[src/rtl/rhc_pkg.sv]
// rgb to hsv converter package: widths, pipeline types and the divider stage function
package rhc_pkg;

   localparam int CHAN_W         = 8;
   localparam int FRAC_W         = 16;
   localparam int BITS_PER_STAGE = 4;
   localparam int DIV_STAGES     = FRAC_W / BITS_PER_STAGE;
   localparam int HUE_W          = CHAN_W + 3;
   localparam int T_W            = HUE_W + 1;

   localparam logic [1:0] SECTOR_RED   = 2'd0;
   localparam logic [1:0] SECTOR_GREEN = 2'd1;
   localparam logic [1:0] SECTOR_BLUE  = 2'd2;

   typedef logic [CHAN_W-1:0] chan_type;

   typedef struct packed {
      chan_type                value;
      chan_type                diff;
      logic signed [CHAN_W:0]  delta;
      logic [1:0]              sector;
      logic                    sat_full;
   } front_type;

   typedef struct packed {
      chan_type            value;
      logic                sat_full;
      chan_type            sat_div;
      chan_type            sat_rem;
      logic [FRAC_W-1:0]   sat_q;
      logic [HUE_W-1:0]    hue_div;
      logic [HUE_W-1:0]    hue_rem;
      logic [FRAC_W-1:0]   hue_q;
   } div_type;

   // several restoring division steps for both quotients
   function automatic div_type div_stage(div_type s);
      div_type            r;
      logic [CHAN_W:0]    sw;
      logic [HUE_W:0]     hw;
      r = s;
      for (int i = 0; i < BITS_PER_STAGE; i++) begin
         sw = {r.sat_rem, 1'b0};
         if (sw >= {1'b0, r.sat_div}) begin
            r.sat_rem = CHAN_W'(sw - {1'b0, r.sat_div});
            r.sat_q   = {r.sat_q[FRAC_W-2:0], 1'b1};
         end else begin
            r.sat_rem = sw[CHAN_W-1:0];
            r.sat_q   = {r.sat_q[FRAC_W-2:0], 1'b0};
         end
         hw = {r.hue_rem, 1'b0};
         if (hw >= {1'b0, r.hue_div}) begin
            r.hue_rem = HUE_W'(hw - {1'b0, r.hue_div});
            r.hue_q   = {r.hue_q[FRAC_W-2:0], 1'b1};
         end else begin
            r.hue_rem = hw[HUE_W-1:0];
            r.hue_q   = {r.hue_q[FRAC_W-2:0], 1'b0};
         end
      end
      return r;
   endfunction

endpackage

[src/rtl/rgb_to_hsv_converter.sv]
// rgb to hsv converter top level: max/min, hue numerator and pipelined dividers
// a beat passes through the front register, the divider input register and the divider stages
// throughput: one pixel per cycle while the output is not stalled; the pipeline holds 6 beats
// the depth comes from 16 quotient bits per divider, 4 bits per pipeline stage
// a stalled output freezes the whole pipeline, nothing is dropped or repeated
// reset clears all valid bits; payload registers are not reset
module rgb_to_hsv_converter (
   input  logic                  clock,
   input  logic                  reset,
   input  logic                  req_valid,
   output logic                  req_ready,
   input  rhc_pkg::chan_type     req_red,
   input  rhc_pkg::chan_type     req_green,
   input  rhc_pkg::chan_type     req_blue,
   output logic                  rsp_valid,
   input  logic                  rsp_ready,
   output logic [15:0]           rsp_hue,
   output logic [15:0]           rsp_saturation,
   output rhc_pkg::chan_type     rsp_value
);
   import rhc_pkg::*;

   logic        advance;
   chan_type    mx;
   chan_type    mn;
   front_type   front_in;
   front_type   front_ff;
   logic        front_v_ff;

   logic [T_W-1:0]    d_ext;
   logic [T_W-1:0]    six_d;
   logic signed [T_W-1:0] base;
   logic signed [T_W-1:0] t_raw;
   logic [T_W-1:0]    t_fix;
   div_type           div_first;

   div_type   div_ff [0:DIV_STAGES];
   logic      div_v_ff [0:DIV_STAGES];

   assign advance   = !rsp_valid || rsp_ready;
   assign req_ready = advance;

   // stage 1: max, min, sector and channel difference
   always_comb begin
      mx = req_red;
      if (req_green > mx) mx = req_green;
      if (req_blue > mx) mx = req_blue;
      mn = req_red;
      if (req_green < mn) mn = req_green;
      if (req_blue < mn) mn = req_blue;
      front_in.value    = mx;
      front_in.diff     = mx - mn;
      front_in.sat_full = (mn == '0) && (mx != '0);
      if (req_red == mx) begin
         front_in.sector = SECTOR_RED;
         front_in.delta  = $signed({1'b0, req_green}) - $signed({1'b0, req_blue});
      end else if (req_green == mx) begin
         front_in.sector = SECTOR_GREEN;
         front_in.delta  = $signed({1'b0, req_blue}) - $signed({1'b0, req_red});
      end else begin
         front_in.sector = SECTOR_BLUE;
         front_in.delta  = $signed({1'b0, req_red}) - $signed({1'b0, req_green});
      end
   end

   // stage 2: hue numerator wrapped into range, divisors
   always_comb begin
      d_ext = T_W'(front_ff.diff);
      six_d = (d_ext << 2) + (d_ext << 1);
      unique case (front_ff.sector)
         SECTOR_GREEN: base = $signed(d_ext << 1);
         SECTOR_BLUE:  base = $signed(d_ext << 2);
         default:      base = '0;
      endcase
      t_raw = base + T_W'(front_ff.delta);
      if (t_raw < 0) begin
         t_fix = $unsigned(t_raw) + six_d;
      end else begin
         t_fix = $unsigned(t_raw);
      end
      div_first.value    = front_ff.value;
      div_first.sat_full = front_ff.sat_full;
      div_first.sat_div  = (front_ff.value == '0) ? CHAN_W'(1) : front_ff.value;
      div_first.sat_rem  = front_ff.diff;
      div_first.sat_q    = '0;
      div_first.hue_div  = (front_ff.diff == '0) ? HUE_W'(1) : six_d[HUE_W-1:0];
      div_first.hue_rem  = t_fix[HUE_W-1:0];
      div_first.hue_q    = '0;
   end

   always_ff @(posedge clock) begin
      if (reset) begin
         front_v_ff <= 1'b0;
         for (int i = 0; i <= DIV_STAGES; i++) begin
            div_v_ff[i] <= 1'b0;
         end
      end else if (advance) begin
         front_v_ff  <= req_valid;
         div_v_ff[0] <= front_v_ff;
         for (int i = 1; i <= DIV_STAGES; i++) begin
            div_v_ff[i] <= div_v_ff[i-1];
         end
      end
   end

   always_ff @(posedge clock) begin
      if (advance) begin
         front_ff  <= front_in;
         div_ff[0] <= div_first;
         for (int i = 1; i <= DIV_STAGES; i++) begin
            div_ff[i] <= div_stage(div_ff[i-1]);
         end
      end
   end

   assign rsp_valid      = div_v_ff[DIV_STAGES];
   assign rsp_value      = div_ff[DIV_STAGES].value;
   assign rsp_hue        = div_ff[DIV_STAGES].hue_q;
   assign rsp_saturation = div_ff[DIV_STAGES].sat_full ? {FRAC_W{1'b1}}
                                                       : div_ff[DIV_STAGES].sat_q;

   // black has no saturation
   a_black_sat: assert property (@(posedge clock) disable iff (reset)
      rsp_valid && (rsp_value == '0) |-> (rsp_saturation == '0))
      else $error("nonzero saturation for black pixel");

   // zero saturation means gray, so hue must be zero
   a_gray_hue: assert property (@(posedge clock) disable iff (reset)
      rsp_valid && (rsp_saturation == '0) |-> (rsp_hue == '0))
      else $error("nonzero hue for gray pixel");

   // input side only backs up when the output is stalled
   a_ready: assert property (@(posedge clock) disable iff (reset)
      !req_ready |-> rsp_valid && !rsp_ready)
      else $error("input stalled without output backpressure");

endmodule

[config.mk]
export PLATFORM = sky130hd
export DESIGN_NAME = rgb_to_hsv_converter
export DESIGN_NICKNAME = d
export VERILOG_FILES = /design/src/rtl/rhc_pkg.sv /design/src/rtl/rgb_to_hsv_converter.sv
export SDC_FILE = /design/constraint.sdc
export NUM_CORES = 1
export LEC_CHECK = 0
export BUFFER_PORTS_ARGS = -buffer_cell sky130_fd_sc_hd__buf_2
export CAP_MARGIN = 15
export CORE_ASPECT_RATIO = 1.75
export CORE_MARGIN = 10
export CORE_UTILIZATION = 38
export CTS_CLUSTER_DIAMETER = 30
export DETAILED_ROUTE_END_ITERATION = 6
export SETUP_SLACK_MARGIN = 0.5
export SLEW_MARGIN = 10
export SYNTH_ARGS = -nofsm -noshare
export SYNTH_HDL_FRONTEND = slang
export SYNTH_SLANG_ARGS = --single-unit
[constraint.sdc]
create_clock -name clock -period 21.8 [get_ports clock]
set_input_delay 1.09 -clock clock [delete_from_list [all_inputs] [get_ports clock]]
set_output_delay 1.09 -clock clock [all_outputs]
set_load 0.01 [all_outputs]
==> impl_metrics.toml <==
[outcome]
status = "finished, final reports clean"

[sta]
maxSlewViolCount = 0
fmax_mhz = 90.20
setup_ws_ns = 10.71
fin_setup_tns_ns = 0
hold_violations = 0
rsz0062_at_grt = "no"
setup_viol = 0
post-route-period-util_pct = 50.85
worstMarginPinSlew_ns = 1.080
post-route-min-period_ns = 11.09
fin_worst_skew_ns = 0.03188
max_slew_margin_pct = 27.70

[global_route]
antenna_found_initial = 0
grt_pass1_wl_um = 123100
grt_overflow = 0
grt_pass1_vias = 24331
grt_max_degree = 81
grt_usage_pct = 17.18

[logic_synthesis]
syn-instance-count = 3072
async_flop_share_pct = 0
synth_top_family_by_area = "compound AO/OA/AOI/OAI gates"
synth_seq_area_share_pct = 32.09
synth_compound_area_share_pct = 19.79
ys_ff_latch = 311
synthesis.area_um2 = 29070
synthSimpleGateAreaFrac_pct = 13.70
synth_nets = 3474
synthTopCellsByArea = "edfxtp_1, ha_1, mux2_2, xnor2_1, inv_1"
yosys_warnings = 0
synth_top_cell_by_area = "edfxtp_1"
synth-adder-area-share_pct = 16.49
synth_edf_count = 310
synth_cell_types = 104
synth-xor-area-share_pct = 6.237
synth_top_flop_cell = "edfxtp_1"
synthMuxAreaShare_pct = 6.745
avgSynthCellArea_um2 = 9.462
synth_top_area_share_pct = 32.02

[clock_network]
cts_buffers = 60
cts_htree_levels = 2
cts_resized = 0
root_buffer = "clkbuf_16"
clock_path_buffers = 3
cts_tree = "done"
cts_setup_buffers = 0
path_clk_slew_ns = 0.06
cts_sinks = 311
holdBufCountCts = 0
clock_latency_ns = 0.63

[place]
place_inst = 4096
io_buffers = 69
post-place-ws_ns = 10.84
hpwl_um = 61350
place_congestion = 0.9441

[setup_path]
cpPeakStageDelay_ns = 0.62
arrival_ns = 11.46
path_max_fanout = 17
critPathLaunchType = "register"
path_class = "register to register"
cp_slowest_cell = "a311oi_4"
required_ns = 22.17
crit_top_cell = "a21oi_1"
end_kind = "register"

[finish]
layout_commonest_cell = "ha_1"
layoutNonFillerInstCount = 4209
layout-drive-gt1-share_pct = 12.51
area_growth_pct = 11.66
nets = 3540
layout_common_cells = "ha_1, edfxtp_1, inv_1"
diodes = 0

[floorplan]
dieArea_um2 = 88390
core_um2 = 76120
std_cell_rows = 134
boundaryPins = 70
die_x_um = 229.1
die_h_um = 385.9
initial_core_util_pct = 38.19

[routing]
firstDrtPassIters = 5
route.detailed.drc = 0
wire_per_inst_um = 18.20
post_drt_via_cell_ratio = 5.507
drtAntennaViolNets = 0
drt_iter0_markers = 1141
vias = 23177
drt_wl_total_um = 76620

[flow_run]
max_cap_violations = 0

[hold_path]
hp-class = "register to register"
==> per-layer routing <==
metal  global-route usage, %  share of wire, %
met2                   35.04                56
met3                   2.145               2.8
met5                       0                 0
met4                   11.50               6.6
met1                   15.27                35
==> per-stage QoR <==
step	hold slack [ns]	util (%)	instance area (µm²)
global placement	0.4003	39.93	30400
detailed placement	0.4045	39.93	30400
global route	0.4193	42.64	32460
CTS	0.4150	42.64	32460
finish	0.4049	42.64	32460
floorplan	0.4003	-	29070
==> area by class of cell <==
cell class	instances	area (µm²)
repair buffers	84	457.9
well taps	1020	1276
fillers	7588	43660
clock inverters	49	521.8
flip-flops and latches	311	9329
multi-input cells	2410	18310
inverters	271	1020
clock buffers	64	1538
==> registers in the layout, indices dropped and copies added, names as in the netlist <==
| name | cells |
|---|---|
| front_ff | 11 |
| front_v_ff | 1 |
| div_first | 9 |
| div_ff | 277 |
| div_v_ff | 5 |
| d_ext | 8 |
==> Yosys cell counts (all sizes together) (26+ instances only) <==
| master | instances |
|---|---|
| a21o | 67 |
| a21oi | 196 |
| and2 | 26 |
| buf | 45 |
| clkbuf | 35 |
| edfxtp | 310 |
| ha | 359 |
| inv | 268 |
| mux2 | 127 |
| mux2i | 51 |
| nand2 | 165 |
| nand2b | 42 |
| nand3 | 62 |
| nor2 | 254 |
| nor2b | 66 |
| nor3 | 61 |
| o21a | 63 |
| o21ai | 184 |
| o31a | 28 |
| o31ai | 33 |
| or2 | 37 |
| xnor2 | 129 |
| xor2 | 78 |
==> cells by family after synthesis <==
family,count (synthesis)
DFF,311
AOI/OAI and AO/OA,839
and+or+nand+nor,812
muxes,178
buffers and inverters,351
adders and majority gates,374
xor gates and xnor gates,207
==> worst max-delay path, delay by kind of cell, from the launching register on <==
| family | cells | cell delay [ns] |
|---|---|---|
| AO/OA/AOI/OAI | 23 | 6.14 |
| adder cells (fa/ha/maj) | 4 | 1.50 |
| multiplexers | 3 | 1.11 |
| buffers and inverters | 3 | 0.89 |
| flip-flops | 1 | 0.60 |
| AND/OR/NAND/NOR | 3 | 0.55 |
==> worst paths after layout <==
| check | startpoint | end | slack (ns) | cells past startpoint |
|---|---|---|---|---|
| max reg2reg | div_ff[0][106] | div_ff[0][176] | 10.71 | 36 |
| max | div_ff[0][106] | div_ff[0][176] | 10.71 | 36 |
| min | div_ff[0][200] | div_ff[0][283] | 0.40 | 0 |
| min reg2reg | div_ff[0][200] | div_ff[0][283] | 0.40 | 0 |
Power is left out: the tool's default activity adds up to more than one toggle a clock period on the data nets, which glitch-free logic cannot reach.
